`config.mk`:
```
export PLATFORM = sky130hd
export DESIGN_NAME = vfc_ctrl
export DESIGN_NICKNAME = d
export VERILOG_FILES = /design/src/vfc_pkg.sv /design/src/vfc_ctrl.sv
export SDC_FILE = /design/constraint.sdc
export NUM_CORES = 1
export LEC_CHECK = 0
export CAP_MARGIN = 20
export CORE_MARGIN = 4
export CORE_UTILIZATION = 45
export DETAILED_ROUTE_END_ITERATION = 10
export DONT_BUFFER_PORTS = 1
export GPL_TIMING_DRIVEN = 0
export PLACE_DENSITY_LB_ADDON = 0.1
export SLEW_MARGIN = 20
export SYNTH_ARGS = -nofsm -noshare
export SYNTH_HDL_FRONTEND = slang
export SYNTH_SLANG_ARGS = --single-unit
```
`constraint.sdc`:
```
create_clock -name clk -period 7.7 [get_ports clk]
set_input_delay 0.385 -clock clk [delete_from_list [all_inputs] [get_ports clk]]
set_output_delay 0.385 -clock clk [all_outputs]
set_load 0.03 [all_outputs]
```
`src/vfc_pkg.sv`:
```
// Shared types and constants for the voxel face culling block.
package vfc_pkg;

  localparam int COORD_W = 4;
  localparam int KIND_W  = 8;
  localparam int DIR_W   = 3;
  localparam int WORLD_W = 16;
  localparam int CHUNK_W = 12;
  localparam int CFG_W   = 1;
  localparam int NUM_DIR = 6;

  localparam logic FUNC_WRITE = 1'b0;
  localparam logic FUNC_QUERY = 1'b1;

  localparam logic [CFG_W-1:0] CFG_CHUNK_X = 1'd0;
  localparam logic [CFG_W-1:0] CFG_CHUNK_Z = 1'd1;

  localparam logic [DIR_W-1:0] DIR_WEST  = 3'd0;
  localparam logic [DIR_W-1:0] DIR_EAST  = 3'd1;
  localparam logic [DIR_W-1:0] DIR_SOUTH = 3'd2;
  localparam logic [DIR_W-1:0] DIR_NORTH = 3'd3;
  localparam logic [DIR_W-1:0] DIR_UP    = 3'd4;
  localparam logic [DIR_W-1:0] DIR_DOWN  = 3'd5;

  typedef struct packed {
    logic wr_en;
    logic rd_en;
  } mem_ctl_t;

  typedef struct packed {
    logic [DIR_W-1:0]   face_dir;
    logic [WORLD_W-1:0] world_x;
    logic [COORD_W-1:0] world_y;
    logic [WORLD_W-1:0] world_z;
    logic               face_valid;
    logic               last;
  } face_rec_t;

endpackage

```
`src/vfc_ctrl.sv`:
```
// Item sequencer: cell writes, neighbor reads and face record emission.
module vfc_ctrl #(
  parameter int CHUNK_WIDTH  = 16,
  parameter int CHUNK_DEPTH  = 16,
  parameter int CHUNK_HEIGHT = 16,
  parameter int ADDR_W       = 12
) (
  input  logic                        clk,
  input  logic                        rst_n,
  input  logic                        in_valid,
  output logic                        in_ready,
  input  logic                        in_func,
  input  logic [vfc_pkg::COORD_W-1:0] in_cell_x,
  input  logic [vfc_pkg::COORD_W-1:0] in_cell_y,
  input  logic [vfc_pkg::COORD_W-1:0] in_cell_z,
  input  logic [vfc_pkg::KIND_W-1:0]  in_block_kind,
  input  logic [vfc_pkg::WORLD_W-1:0] world_x_c,
  input  logic [vfc_pkg::WORLD_W-1:0] world_z_c,
  input  logic                        store_rdy,
  output vfc_pkg::mem_ctl_t           mem_ctl,
  output logic [ADDR_W-1:0]           wr_addr,
  output logic [vfc_pkg::KIND_W-1:0]  wr_data,
  output logic [ADDR_W-1:0]           rd_addr,
  input  logic [vfc_pkg::KIND_W-1:0]  rd_data,
  output logic                        out_valid,
  input  logic                        out_ready,
  output vfc_pkg::face_rec_t          out_rec
);

  typedef enum logic [2:0] {
    ST_IDLE = 3'b001,
    ST_READ = 3'b010,
    ST_EMIT = 3'b100
  } state_t;

  localparam logic [2:0] LAST_STEP = 3'd7;
  localparam int         LAYER     = CHUNK_WIDTH * CHUNK_DEPTH;

  state_t                        state_r, state_nxt;
  logic [2:0]                    step_r;
  logic [ADDR_W-1:0]             cen_addr_r;
  logic [vfc_pkg::NUM_DIR-1:0]   bnd_r;
  logic [vfc_pkg::NUM_DIR-1:0]   vis_r;
  logic                          solid_r;
  logic [vfc_pkg::WORLD_W-1:0]   wx_r;
  logic [vfc_pkg::WORLD_W-1:0]   wz_r;
  logic [vfc_pkg::COORD_W-1:0]   wy_r;
  logic                          out_valid_r;
  vfc_pkg::face_rec_t            out_rec_r;

  logic                          accept;
  logic                          in_chunk;
  logic [ADDR_W-1:0]             cen_addr_c;
  logic [vfc_pkg::NUM_DIR-1:0]   bnd_c;
  logic [vfc_pkg::NUM_DIR-1:0]   emask;
  logic [vfc_pkg::NUM_DIR-1:0]   rest;
  logic [vfc_pkg::DIR_W-1:0]     pick_dir;
  logic                          found;
  logic                          load;
  logic [vfc_pkg::DIR_W-1:0]     cap_dir;

  always_comb begin
    in_chunk = (32'(in_cell_x) < CHUNK_WIDTH) && (32'(in_cell_y) < CHUNK_HEIGHT) &&
               (32'(in_cell_z) < CHUNK_DEPTH);
    cen_addr_c = ADDR_W'(32'(in_cell_x) + 32'(in_cell_z) * CHUNK_WIDTH +
                         32'(in_cell_y) * LAYER);
    bnd_c[vfc_pkg::DIR_WEST]  = 32'(in_cell_z) == CHUNK_DEPTH - 1;
    bnd_c[vfc_pkg::DIR_EAST]  = in_cell_z == '0;
    bnd_c[vfc_pkg::DIR_SOUTH] = 32'(in_cell_x) == CHUNK_WIDTH - 1;
    bnd_c[vfc_pkg::DIR_NORTH] = in_cell_x == '0;
    bnd_c[vfc_pkg::DIR_UP]    = 32'(in_cell_y) == CHUNK_HEIGHT - 1;
    bnd_c[vfc_pkg::DIR_DOWN]  = in_cell_y == '0;
  end

  assign in_ready = (state_r == ST_IDLE) && store_rdy;
  assign accept   = in_valid && in_ready;

  // writes go straight to memory; reads only run in ST_READ, so no overlap
  always_comb begin
    mem_ctl.wr_en = accept && (in_func == vfc_pkg::FUNC_WRITE) && in_chunk;
    mem_ctl.rd_en = (state_r == ST_READ) && (step_r != LAST_STEP);
    wr_addr       = cen_addr_c;
    wr_data       = in_block_kind;
  end

  always_comb begin
    unique case (step_r)
      3'd1:    rd_addr = bnd_r[vfc_pkg::DIR_WEST]  ? cen_addr_r :
                         cen_addr_r + ADDR_W'(CHUNK_WIDTH);
      3'd2:    rd_addr = bnd_r[vfc_pkg::DIR_EAST]  ? cen_addr_r :
                         cen_addr_r - ADDR_W'(CHUNK_WIDTH);
      3'd3:    rd_addr = bnd_r[vfc_pkg::DIR_SOUTH] ? cen_addr_r :
                         cen_addr_r + ADDR_W'(1);
      3'd4:    rd_addr = bnd_r[vfc_pkg::DIR_NORTH] ? cen_addr_r :
                         cen_addr_r - ADDR_W'(1);
      3'd5:    rd_addr = bnd_r[vfc_pkg::DIR_UP]    ? cen_addr_r :
                         cen_addr_r + ADDR_W'(LAYER);
      3'd6:    rd_addr = bnd_r[vfc_pkg::DIR_DOWN]  ? cen_addr_r :
                         cen_addr_r - ADDR_W'(LAYER);
      default: rd_addr = cen_addr_r;
    endcase
  end

  always_comb begin
    emask    = vis_r & {vfc_pkg::NUM_DIR{solid_r}};
    pick_dir = vfc_pkg::DIR_WEST;
    found    = 1'b0;
    for (int i = 0; i < vfc_pkg::NUM_DIR; i++) begin
      if (!found && emask[i]) begin
        pick_dir = vfc_pkg::DIR_W'(i);
        found    = 1'b1;
      end
    end
    rest    = emask & ~(vfc_pkg::NUM_DIR'(1) << pick_dir);
    load    = (state_r == ST_EMIT) && (!out_valid_r || out_ready);
    cap_dir = step_r - 3'd2;
  end

  always_comb begin
    state_nxt = state_r;
    unique case (state_r)
      ST_IDLE: begin
        if (accept && in_func == vfc_pkg::FUNC_QUERY) begin
          state_nxt = in_chunk ? ST_READ : ST_EMIT;
        end
      end
      ST_READ: begin
        if (step_r == LAST_STEP) begin
          state_nxt = ST_EMIT;
        end
      end
      ST_EMIT: begin
        if (load && rest == '0) begin
          state_nxt = ST_IDLE;
        end
      end
      default: state_nxt = ST_IDLE;
    endcase
  end

  always_ff @(posedge clk) begin
    if (!rst_n) begin
      state_r     <= ST_IDLE;
      step_r      <= '0;
      out_valid_r <= 1'b0;
    end else begin
      state_r <= state_nxt;
      if (state_r == ST_READ) begin
        step_r <= step_r + 3'd1;
      end else begin
        step_r <= '0;
      end
      if (load) begin
        out_valid_r <= 1'b1;
      end else if (out_ready) begin
        out_valid_r <= 1'b0;
      end
    end
  end

  // data for the read issued at step s lands at step s+1
  always_ff @(posedge clk) begin
    if (accept) begin
      cen_addr_r <= cen_addr_c;
      bnd_r      <= bnd_c;
      vis_r      <= '0;
      solid_r    <= 1'b0;
      wx_r       <= world_x_c;
      wz_r       <= world_z_c;
      wy_r       <= in_cell_y;
    end else if (state_r == ST_READ) begin
      if (step_r == 3'd1) begin
        solid_r <= rd_data != '0;
      end else if (step_r != 3'd0) begin
        vis_r[cap_dir] <= bnd_r[cap_dir] || (rd_data == '0);
      end
    end else if (load) begin
      vis_r <= rest;
    end
  end

  always_ff @(posedge clk) begin
    if (load) begin
      out_rec_r.face_dir   <= pick_dir;
      out_rec_r.world_x    <= wx_r;
      out_rec_r.world_y    <= wy_r;
      out_rec_r.world_z    <= wz_r;
      out_rec_r.face_valid <= found;
      out_rec_r.last       <= rest == '0;
    end
  end

  assign out_valid = out_valid_r;
  assign out_rec   = out_rec_r;

  a_ready_after_clear: assert property (@(posedge clk) disable iff (!rst_n)
    in_ready |-> store_rdy)
    else $error("item taken during memory clear");

  a_no_write_busy: assert property (@(posedge clk) disable iff (!rst_n)
    (state_r != ST_IDLE) |-> !mem_ctl.wr_en)
    else $error("memory write while a query is in flight");

  a_read_to_emit: assert property (@(posedge clk) disable iff (!rst_n)
    (state_r == ST_READ && step_r == LAST_STEP) |=> (state_r == ST_EMIT))
    else $error("neighbor reads did not end in emission");

  a_last_to_idle: assert property (@(posedge clk) disable iff (!rst_n)
    (load && rest == '0) |=> (state_r == ST_IDLE && out_valid_r && out_rec_r.last))
    else $error("final record did not close the query");

  a_noface_last: assert property (@(posedge clk) disable iff (!rst_n)
    (out_valid_r && !out_rec_r.face_valid) |-> out_rec_r.last)
    else $error("no-face record without last");

endmodule

```
# After elaboration in Yosys (flattened, before gate mapping)
# Cells that the tools add are included.
[word_totals]
input_bits = 66
out_inout_bits = 77
wordCells = 118
reg_bits = 109
[classes]
n_shift = 1
bitwise_logic = 4
n_reduce_logical = 34
order_cmp = 2
muxes = 32
addsub = 10
eq_ne = 19
[op_table]
columns = ["cell", "count"]
rows = [
  ["2-to-1 mux 12 bit", 6],
  ["one-hot mux 12 bit (6 select lines)", 1],
  ["2-to-1 mux 6 bit", 4],
  ["2-to-1 mux 3 bit", 7],
  ["equality test 3 bit (second input constant)", 5],
  ["logical AND 1 bit", 13],
  ["adder 12 x 1 -> 12 bit (second input constant)", 1],
  ["adder 12 x 5 -> 12 bit (second input constant)", 1],
  ["adder 12 x 9 -> 12 bit (second input constant)", 1],
  ["adder 9 x 12 -> 12 bit", 1],
  ["AND 6 bit", 2],
  ["equality test 4 bit (second input constant)", 3],
  ["zero test 4 bit", 3],
  ["subtractor 12 x 1 -> 12 bit (second input constant)", 1],
  ["subtractor 12 x 5 -> 12 bit (second input constant)", 1],
  ["subtractor 12 x 9 -> 12 bit (second input constant)", 1],
  ["2-to-1 mux 1 bit", 10],
  ["adder 4 x 8 -> 9 bit", 1],
  ["equality test 3 x 2 -> 1 bit (second input constant)", 3],
  ["one-hot mux 3 bit (3 select lines)", 1],
  ["zero test 8 bit", 1],
  ["inequality test 2 x 1 -> 1 bit (second input constant)", 4],
  ["nonzero test 8 bit", 1],
  ["bitwise mux 6 bit", 1],
  ["other kinds (19)", 29],
]

# Depth between registers and ports, before layout
# Gate-level depths: netlist (run 1).
[logic_depth]
ltp_word = 24
ltp_mapped = 10
mapped_depth_nobuf = 8

# Worst setup path after synthesis (run 1)
# Ideal clock, no wire load.
[synth_path]
path_kind = "register to register"
startpoint = "reg out_valid_r, in the netlist out_valid"
endpoint = "reg vis_r[1] in the netlist's numbering"
path_slack_ns = 3.912
arrival_ns = 3.713
synth_period_minus_slack_ns = 3.788
path_stages_with_launch = 6
setup_ns = 0.074
t_required_ns = 7.626
n_path_buf = 0
cell_sequence = "dfxtp_1 nor2b_1 nor4_2 o2111a_1 nand2_1 o21ai_0"
[synth_via]
elab_chain_len = 5
[synth_rtl]
columns = ["element", "line_no", "source"]
rows = [
  ["start, declared", "vfc_ctrl.sv:48", "logic out_valid_r;"],
  ["start signal, assigned", "vfc_ctrl.sv:145", "out_valid_r <= 1'b0;"],
  ["start signal, assigned", "vfc_ctrl.sv:154", "out_valid_r <= 1'b1;"],
  ["start signal, assigned", "vfc_ctrl.sv:156", "out_valid_r <= 1'b0;"],
  ["zero test 1 bit", "vfc_ctrl.sv:115", "load = (state_r == ST_EMIT) && (!out_valid_r || out_ready);"],
  ["logical OR 1 bit", "vfc_ctrl.sv:115", ""],
  ["logical AND 1 bit", "vfc_ctrl.sv:115", ""],
  ["named net load", "vfc_ctrl.sv:59", "logic load;"],
  ["nonzero test 2 bit (no source line)", "n/a", ""],
  ["AND reduction 3 bit (no source line)", "n/a", ""],
  ["end signal, assigned by index", "vfc_ctrl.sv:175", "vis_r[cap_dir] <= bnd_r[cap_dir] || (rd_data == '0);"],
  ["end signal, assigned", "vfc_ctrl.sv:178", "vis_r <= rest;"],
  ["end, declared", "vfc_ctrl.sv:43", "logic [vfc_pkg::NUM_DIR-1:0] vis_r;"],
]
# The timed path passes the listed nets, and every way through them passes these cells.
# A chain may end at the register's enable or synchronous reset.

# Worst setup path in the final report (run 1)
[layout_path]
startpoint = "reg step_r[2]"
endpoint = "out rd_addr[4]"
[layout_via]
elab_chain_len = 2
elab_cells_between_ends = 7
classes_between = "6 x eq/ne; 1 x mux"
[layout_rtl]
columns = ["element", "line_no", "source"]
rows = [
  ["start, declared", "vfc_ctrl.sv:40", "logic [2:0] step_r;"],
  ["start signal, assigned", "vfc_ctrl.sv:149", "step_r <= step_r + 3'd1;"],
  ["equality test 3 bit (tied with other cells)", "vfc_ctrl.sv:87", "unique case (step_r)"],
  ["one-hot mux 12 bit (6 select lines) (*)", "vfc_ctrl.sv:87", ""],
  ["end, declared", "vfc_ctrl.sv:23", "output logic [ADDR_W-1:0] rd_addr,"],
]
# Every way passes the cells marked *; elsewhere a longest branch is shown, timed or not.

==> results of run 1 <==
critical path, delay by kind of cell, from the launching register on:
kind / cells / cell delay (ns)
DFF: 1 / 0.37
AOI/OAI and AO/OA: 2 / 0.73
adders and majority gates: 1 / 0.27
buffers and inverters: 2 / 0.33
and+or+nand+nor: 3 / 0.94
muxes: 1 / 0.26
per-stage QoR:
| step | instances | power, mW |
|---|---|---|
| floorplan | 434 | 0.7636 |
| global placement | 574 | 0.7848 |
| detailed placement | 579 | 0.7915 |
| CTS | 594 | 1.268 |
| global route | 594 | 1.306 |
| finish | 594 | 1.255 |
Yosys cell counts (3+ instances only):
| cell type | number | share of area |
|---|---|---|
| edfxtp_1 | 91 | 0.53 |
| nand2_1 | 34 | 0.025 |
| nor2_1 | 33 | 0.024 |
| a21oi_1 | 24 | 0.023 |
| buf_4 | 21 | 0.031 |
| o21ai_0 | 20 | 0.019 |
| ha_1 | 15 | 0.036 |
| inv_1 | 15 | 0.011 |
| nand3_1 | 15 | 0.015 |
| dfxtp_1 | 14 | 0.054 |
| nor4_1 | 12 | 0.015 |
| nor2b_1 | 10 | 0.012 |
| nor3_1 | 8 | 0.0078 |
| xnor2_1 | 8 | 0.014 |
| a31oi_1 | 7 | 0.0085 |
| and3_1 | 7 | 0.0085 |
| clkbuf_1 | 7 | 0.0051 |
| o211ai_1 | 5 | 0.0073 |
| o22ai_1 | 5 | 0.0061 |
| a22oi_1 | 4 | 0.0058 |
| and4_1 | 4 | 0.0068 |
| clkbuf_8 | 4 | 0.011 |
| nand4_1 | 4 | 0.0049 |
| o311ai_0 | 4 | 0.0068 |
| a211oi_1 | 3 | 0.0044 |
| mux2i_1 | 3 | 0.0058 |
| nand4b_1 | 3 | 0.0051 |
| o21a_1 | 3 | 0.0044 |
power by group through the flow:
stage	combinational [mW]	sequential, mW	clock [mW]
finish	0.117	0.662	0.477
global route	0.127	0.664	0.515
CTS	0.117	0.662	0.489
detailed placement	0.117	0.675	0
global placement	0.111	0.674	0
floorplan	0.0945	0.669	0
state kept, by name, indices dropped and copies added, names as in the netlist, 3 cells and up:
signal / flops
state_r: 3
vis_r: 6
out_rec: 41
bnd_r: 6
step_r: 3
cen_addr_r: 12
wz_r: 16
wx_r: 16
logic make-up after synthesis:
group / Yosys count
xor+xnor: 10
flops: 105
fa+ha+maj: 15
compound gates: 95
buf+inv: 52
simple gates: 151
mux: 6
cell type report:
cell class | count | share of cell area
buffer | 36 | 0.04614
clock inverter | 6 | 0.01574
inverter | 16 | 0.01050
timing repair buffer | 5 | 0.01203
tap | 140 | 0.03061
multi-input combinational | 277 | 0.3190
clock buffer | 9 | 0.03936
sequential | 105 | 0.5266
layer usage:
layer | up-vias | GRT usage | share of wire
met1 | 1661 | 0.2209 | 0.42
met3 | 18 | 0.04789 | 0.070
met4 | 0 | 0.07121 | 0.024
li1 | 1655 | - | -
met2 | 140 | 0.2836 | 0.48
met5 | - | 0 | 0
path summary, 6_finish.rpt:
kind,end,depth (start not counted)
setup / recovery,rd_addr[4],9
hold / removal,wx_r[9],0
setup reg to reg,cen_addr_r[6],6
hold reg to reg,out_rec[25],0
==> metrics, run 1 <==
post-synthesis compound-gate area fraction=0.1221; Post-synth ARST share=0; Die ar.=0.01321 mm^2; Die Ht=114.9 um; leak pwr=1.996 nW; Slew headroom=0.2629; number of flops mapped to enable cells by yosys=91; Seq cells post-synth=105; Synth warnings=0; antenna violations before repair=0; Critical Path Source=step_r[2]; crit-path max cell delay=0.56 ns; Mapped Area=0.005146 mm^2; most frequent cells in the layout=91 x edfxtp_1, 34 x nand2_1, 33 x nor2_1; final setup vio count=0; hold buffers post-CTS=0; Synth Area in Adders=0.03647; VDD IR max=157.9 uV; Required @ worst endpoint=7.32 ns; Power Dens Cells=219.4 mW/mm^2; proportion of synthesized area in mux cells=0.01459; initial core utilization=0.4665; commonest non-fill, non-tap cell in the layout=edfxtp_1; FP Rows=38; first-pass iteration count of the detailed router=5; vias in the first global route=3338; xor and xnor area share after synthesis=0.01702; storage element area=0.003013 mm^2; Reg2Reg Setup Slack=5.44 ns; CTS Root Buffer Type=clkbuf_16; clock buffer count from CTS=9; DP HPWL=8.560 mm; DRC=0; Crit. End Element=output port; die width=114.9 um; Cell Int Power=969.7 uW; Final Worst Setup Slack=4.080 ns; Fin. Hold Viols=0; Yosys cell types=68; post-route ant nets=0; worst-skew pair later-pin latency=0.33 ns; Sequential Power Share=0.527; Tightest Pin Transition=1.088 ns; status=finished, final reports clean; DR vias=3474; achievable frequency=276.2 MHz; Logic pwr share=0.093; Antenna diodes=0; IO Port Bufs=0; mean post-synth cell area=11.86 um^2; Final Cycle Share=0.4702; sequential area share after synthesis=0.5855; area grow syn2layout=11.18%; Worst Path Arrival=3.24 ns; drt first-iter violations=249; Post-CTS Setup Inserts=0; prevailing post-synth register cell=edfxtp_1; Mapped Cells=434; CTS sink cnt=105; crit path max fanout=8; CP Launch Type=register; post-CTS sizing=0; switch share=0.2275; Remaining Overflow, GRT=0; WL/cell=19.11 um; switching pwr=285.6 uW; crit-path cells=buf_6 > inv_1 > ha_1 > nor2b_1 > a21oi_1 > and3_1 > and3_1 > mux2_2 > o22ai_1; Filler cells=978; GRT Util Overall=0.1743; # nets final=531; Post-DP Area=0.005406 mm^2; Reg clk slew, reported paths=0.07 ns; RSZ-0062 raised after global routing=no; CTS max path bufs=2; largest net degree at the start of global routing=31; Worst Skew=0.005205 ns; via-per-instance ratio=5.848; HP Class=in2reg; final WL=11.35 mm; final core occ=0.5187; min Tclk post-route=3.620 ns; CTS tree=done; Clk pwr share=0.380; H-tree Lvls=3; placer congestion estimate=0.8796; WHS=0.1396 ns; largest family of logic cells by synthesized area=simple AND/OR/NAND/NOR gates; most frequent CP cell=and3_1; global-route wire length before repair=17.82 mm; worst hold start=world_x_c[9]; Slew Limit Fails=0; Core ar.=0.01103 mm^2; Setup CP Type=reg2out; Reg-to-Reg Start=state_r[1]; Ports=143; area occupied by multi-input gates=0.001826 mm^2; final setup TNS=0 ns; slowest CP cell=o22ai_1; share of layout cells above drive strength 1=0.1476; post-place setup slack=4.476 ns; Synth Area in Simple Gates=0.1614; final instance area=0.005722 mm^2; Synthesized Nets=515; count of max-cap constraint violations=0
Power figures use the tool's default switching activity.
==> run 2: changes to the inputs <==
ABC_AREA = 1   (was not set)
clock period = 3.7 ns   (was 7.7 ns; I/O delays follow)
==> metrics, run 2 <==
status=finished, final reports clean; area leader, netlist=edfxtp_1; DP HPWL=8.675 mm; sequential area share after synthesis=0.5673; H-tree Lvls=3; global-route wire length before repair=18.73 mm; Worst Path Arrival=2.77 ns; Final Cycle Share=0.7993; antenna violations before repair=0; IO Port Bufs=0; CTS tree=done; worst-skew pair later-pin latency=0.34 ns; CTS Root Buffer Type=clkbuf_16; Synthesized Nets=637; Ports=143; Post-DP Area=0.005580 mm^2; largest net degree at the start of global routing=26; achievable frequency=338.1 MHz; HP Class=in2reg; Mapped Area=0.005311 mm^2; Post-synth ARST share=0; vias in the first global route=3820; Fin. Hold Viols=0; Critical Path Source=step_r[1]; count of max-cap constraint violations=0; FP Rows=39; share of layout cells above drive strength 1=0.1093; Area contributors post-synth=edfxtp_1 51%, nand2_1 7.9%, dfxtp_1 5.3%; final instance area=0.006335 mm^2; placed cells=704; Crit. End Element=output port; CP Launch Type=register; Antenna diodes=0; post-CTS sizing=0; Die Ht=116.6 um; Tot Pwr=2.508 mW; area grow syn2layout=19.27%; Remaining Overflow, GRT=0; DR vias=4068; Required @ worst endpoint=3.51 ns; Slew headroom=0.4697; first-pass iteration count of the detailed router=5; post-route ant nets=0; GRT Util Overall=0.1758; crit path to=rd_addr[8]; Reg-to-Reg Start=step_r[1]; DRC=0; Reg2Reg Setup Slack=1.80 ns; die width=116.6 um; CTS sink cnt=105; synth cell count leaders=112 x nand2_1, 91 x edfxtp_1, 60 x nor2_1; mean post-synth cell area=9.553 um^2; Largest register FFs=41; final WL=11.86 mm; Post-CTS Setup Inserts=0; # nets final=698; CTS max path bufs=2; hold buffers post-CTS=45; FF-to-FF End=vis_r[4]; Tightest Pin Transition=0.7852 ns; Final Non-Filler Cells=765; initial core utilization=0.4632; Worst Skew=0.005948 ns; Synth top area share=0.5145; drt first-iter violations=287; Seq cells post-synth=105; count leader, synth=nand2_1; Setup CP Type=reg2out; final setup vio count=0; most frequent cells in the layout=112 x nand2_1, 91 x edfxtp_1, 59 x inv_1, 59 x nor2_1, 47 x nand3_1; worst hold start=rst_n; commonest non-fill, non-tap cell in the layout=nand2_1; Synth warnings=0; worst-case reg-to-reg path depth=10; clock buffer count from CTS=9; min Tclk post-route=2.958 ns; WL/cell=15.50 um; Yosys cell types=38; Core ar.=0.01147 mm^2; Slew Limit Fails=0; Mapped Cells=556; number of flops mapped to enable cells by yosys=91; prevailing post-synth register cell=edfxtp_1; VDD IR max=295.4 uV; Die ar.=0.01360 mm^2; leak pwr=2.510 nW; Power Dens Cells=395.9 mW/mm^2; via-per-instance ratio=5.318; crit path max fanout=6; placer congestion estimate=0.9567; RSZ-0062 raised after global routing=no; Reg clk slew, reported paths=0.07 ns
run 2: worst min-delay path by stage:
| stage | end | slack [ns] | depth (start not counted) |
|---|---|---|---|
| 6_report | step_r[2] | 0.01 | 2 |
| 5_1_grt | bnd_r[1] | 0.01 | 1 |
| 4_1_cts | step_r[2] | 0.007 | 2 |
| 3_5_place_dp | wx_r[15] | 0.28 | 0 |
| 3_3_place_gp | wz_r[10] | 0.28 | 0 |
| 2_1_floorplan | state_r[2] | 0.28 | 2 |
run 2: cell families after synthesis:
logic type / Yosys count / share of synthesized area
adder cells (fa/ha/maj): 15 / 0.03534
XOR/XNOR: 3 / 0.004948
flip-flops: 105 / 0.5673
buffers and inverters: 94 / 0.08598
AND/OR/NAND/NOR: 251 / 0.2115
AO/OA/AOI/OAI: 88 / 0.09494
run 2: routing by layer:
metal / vias up / global-route usage / share of wire
met5: - / 0 / 0
met4: 0 / 0.07416 / 0.021
met3: 19 / 0.04041 / 0.064
met2: 146 / 0.2921 / 0.50
met1: 1895 / 0.2214 / 0.42
li1: 2008 / - / -
run 2: final cells by class:
type,count,area (um^2)
fill,983,5132
sequential,105,3013
multi-input combinational,357,1856
timing repair buffer,50,526.8
inverter,65,244.0
clock buffer,10,229.0
buffer,29,212.7
tap,143,178.9
clock inverter,6,75.07
run 2: power by group:
| part | internal (mW) | switching [mW] | leakage (nW) | total [mW] |
|---|---|---|---|---|
| logic | 0.0788 | 0.122 | 1.42 | 0.201 |
| clock network | 0.534 | 0.437 | 0.144 | 0.970 |
| registers | 1.32 | 0.0177 | 0.952 | 1.34 |
| total | 1.93 | 0.577 | 2.51 | 2.51 |
run 2: worst max-delay path, cell delays in order (launching register included):
cell	delay [ns]
dfxtp_1	0.46
inv_1	0.14
ha_1	0.26
nand2_1	0.26
nand2_2	0.17
nor3_4	0.33
inv_2	0.14
o21ai_0	0.10
nor2_1	0.06
nor2_1	0.50
run 2: per-stage QoR:
| stage | setup TNS (ns) | hold slack [ns] | util | setup slack (ns) |
|---|---|---|---|---|
| floorplan | 0 | 0.2826 | - | 0.6137 |
| global placement | -2.520 | 0.2839 | 0.4793 | -0.3879 |
| detailed placement | 0 | 0.2839 | 0.4866 | 1.117 |
| CTS | 0 | 0.007039 | 0.5524 | 0.7369 |
| global route | 0 | 0.01180 | 0.5524 | 0.5341 |
| finish | 0 | 0.01051 | 0.5524 | 0.7424 |
==> run 3: changes to the inputs <==
ABC_AREA = 0   (was 1)
clock period = 3 ns   (was 3.7 ns; I/O delays follow)
==> metrics, run 3 (synthesis results as in run 1) <==
WL/cell=18.57 um; share of layout cells above drive strength 1=0.1577; Remaining Overflow, GRT=0; Reg clk slew, reported paths=0.06 ns; H-tree Lvls=3; Sequential Power Share=0.520; crit-path max cell delay=0.50 ns; Tightest Pin Transition=1.056 ns; slowest CP cell=edfxtp_1; achievable frequency=348.1 MHz; Reg-to-Reg Start=step_r[1]; Required @ worst endpoint=2.85 ns; die width=114.9 um; via-per-instance ratio=5.764; Fin. Hold Viols=0; final WL=11.90 mm; GRT Util Overall=0.1820; post-route ant nets=0; switching pwr=736.6 uW; DP HPWL=8.421 mm; Slew headroom=0.2871; switch share=0.2257; DRC=0; first-pass iteration count of the detailed router=4; crit-path cells=inv_1 > ha_1 > or4b_4 > o22ai_2 > a21oi_1 > nor2b_1 > a211o_1 > o211ai_1; commonest non-fill, non-tap cell in the layout=edfxtp_1; VDD IR max=353.9 uV; final setup TNS=0 ns; CTS max path bufs=2; Ports=143; initial core utilization=0.4665; Final Cycle Share=0.9577; CTS tree=done; Logic pwr share=0.111; Slew Limit Fails=0; vias in the first global route=3630; Worst Path Arrival=2.72 ns; CTS Root Buffer Type=clkbuf_16; crit path max fanout=7; # nets final=579; CP Launch Type=register; Antenna diodes=0; antenna violations before repair=0; RSZ-0062 raised after global routing=no; CTS sink cnt=105; Filler cells=927; Critical Path Source=cen_addr_r[1]; area grow syn2layout=21.52%; most frequent cells in the layout=91 x edfxtp_1, 46 x dlygate4sd3_1, 33 x nand2_1; count of max-cap constraint violations=0; drt first-iter violations=281; placer congestion estimate=0.8716; worst-skew pair later-pin latency=0.33 ns; Core ar.=0.01103 mm^2; Power Dens Cells=521.8 mW/mm^2; status=finished, final reports clean; clock buffer count from CTS=9; Largest register FFs=41; Clk pwr share=0.369; Crit. End Element=output port; HP Class=in2reg; leak pwr=2.200 nW; largest net degree at the start of global routing=36; storage element area=0.003013 mm^2; Worst Skew=0.006796 ns; FP Rows=38; Setup CP Type=reg2out; global-route wire length before repair=19.05 mm; Cell Int Power=2.527 mW; worst hold start=in_cell_y[1]; WHS=0.01303 ns; Die Ht=114.9 um; DR vias=3695; IO Port Bufs=0; Die ar.=0.01321 mm^2; final setup vio count=0; min Tclk post-route=2.873 ns; area occupied by multi-input gates=0.001887 mm^2
run 3: cell types whose count changed in the layout (fill, tap and decap cells not counted), moves of 6 or more:
cell     before  now
nor2_1       59   32
nor2b_1       0    9
xnor2_1       0    8
nor4_1        5   12
nand2_1     112   33
inv_1        59   14
nand3_1      47   15
and3_1        1    7
o21ai_0      39   20
run 3: power by group through the flow:
stage / logic, mW / registers (mW) / clock network, mW
after floorplan: 0.244 / 1.72 / 0
after global placement: 0.287 / 1.73 / 0
after detailed placement: 0.298 / 1.73 / 0
after CTS: 0.351 / 1.70 / 1.23
after global routing: 0.391 / 1.70 / 1.30
final: 0.361 / 1.70 / 1.21
run 3: layout make-up:
| class | instances | share of cell area |
|---|---|---|
| timing repair buffer | 54 | 0.08764 |
| buffer | 35 | 0.04222 |
| multi-input combinational | 277 | 0.3017 |
| tap | 140 | 0.02801 |
| clock inverter | 4 | 0.01240 |
| sequential | 105 | 0.4818 |
| inverter | 16 | 0.009604 |
| clock buffer | 10 | 0.03661 |
run 3: metal layers:
metal / wire (um) / part of all wire / up-vias / global-route usage
met2: 6112 / 0.51 / 147 / 0.3229
met4: 125 / 0.011 / 0 / 0.04460
met5: 0 / 0 / - / 0
li1: - / - / 1752 / -
met3: 951 / 0.080 / 10 / 0.05316
met1: 4716 / 0.40 / 1786 / 0.2175
run 3: final timing paths:
path	end	slack, ns	depth (start not counted)
setup / recovery	rd_addr[8]	0.13	8
hold / removal	bnd_r[5]	0.01	1
setup reg to reg	vis_r[1]	0.59	6
hold reg to reg	out_rec[23]	0.42	0
run 3: through the flow:
stage	instance area [um^2]	power [mW]	setup slack, ns	utilization	instances
floorplan	5155	1.962	0.3116	-	434
global placement	5330	2.017	-0.3750	0.4832	574
detailed placement	5403	2.028	0.04530	0.4898	579
CTS	6182	3.279	0.01178	0.5605	637
global route	6254	3.394	0.0002944	0.5669	641
finish	6254	3.263	0.1270	0.5669	641
run 3: critical path, delay by kind of cell (launching register included):
family                   cells  cell delay [ns]
adder cells (fa/ha/maj)      1             0.17
buffers and inverters        1             0.12
AND/OR/NAND/NOR              2             0.65
flip-flops                   1             0.50
AO/OA/AOI/OAI                4             0.96
run 3: repair_timing:
action                                  4_1_cts  5_1_grt
buffers inserted                              0        3
pin swaps                                     0        1
hold buffers                                 45        1
hold endpoints to repair                     54        1
cloned                                        0        0
gates resized for setup                       7        8
endpoints found under the setup margin        5        5
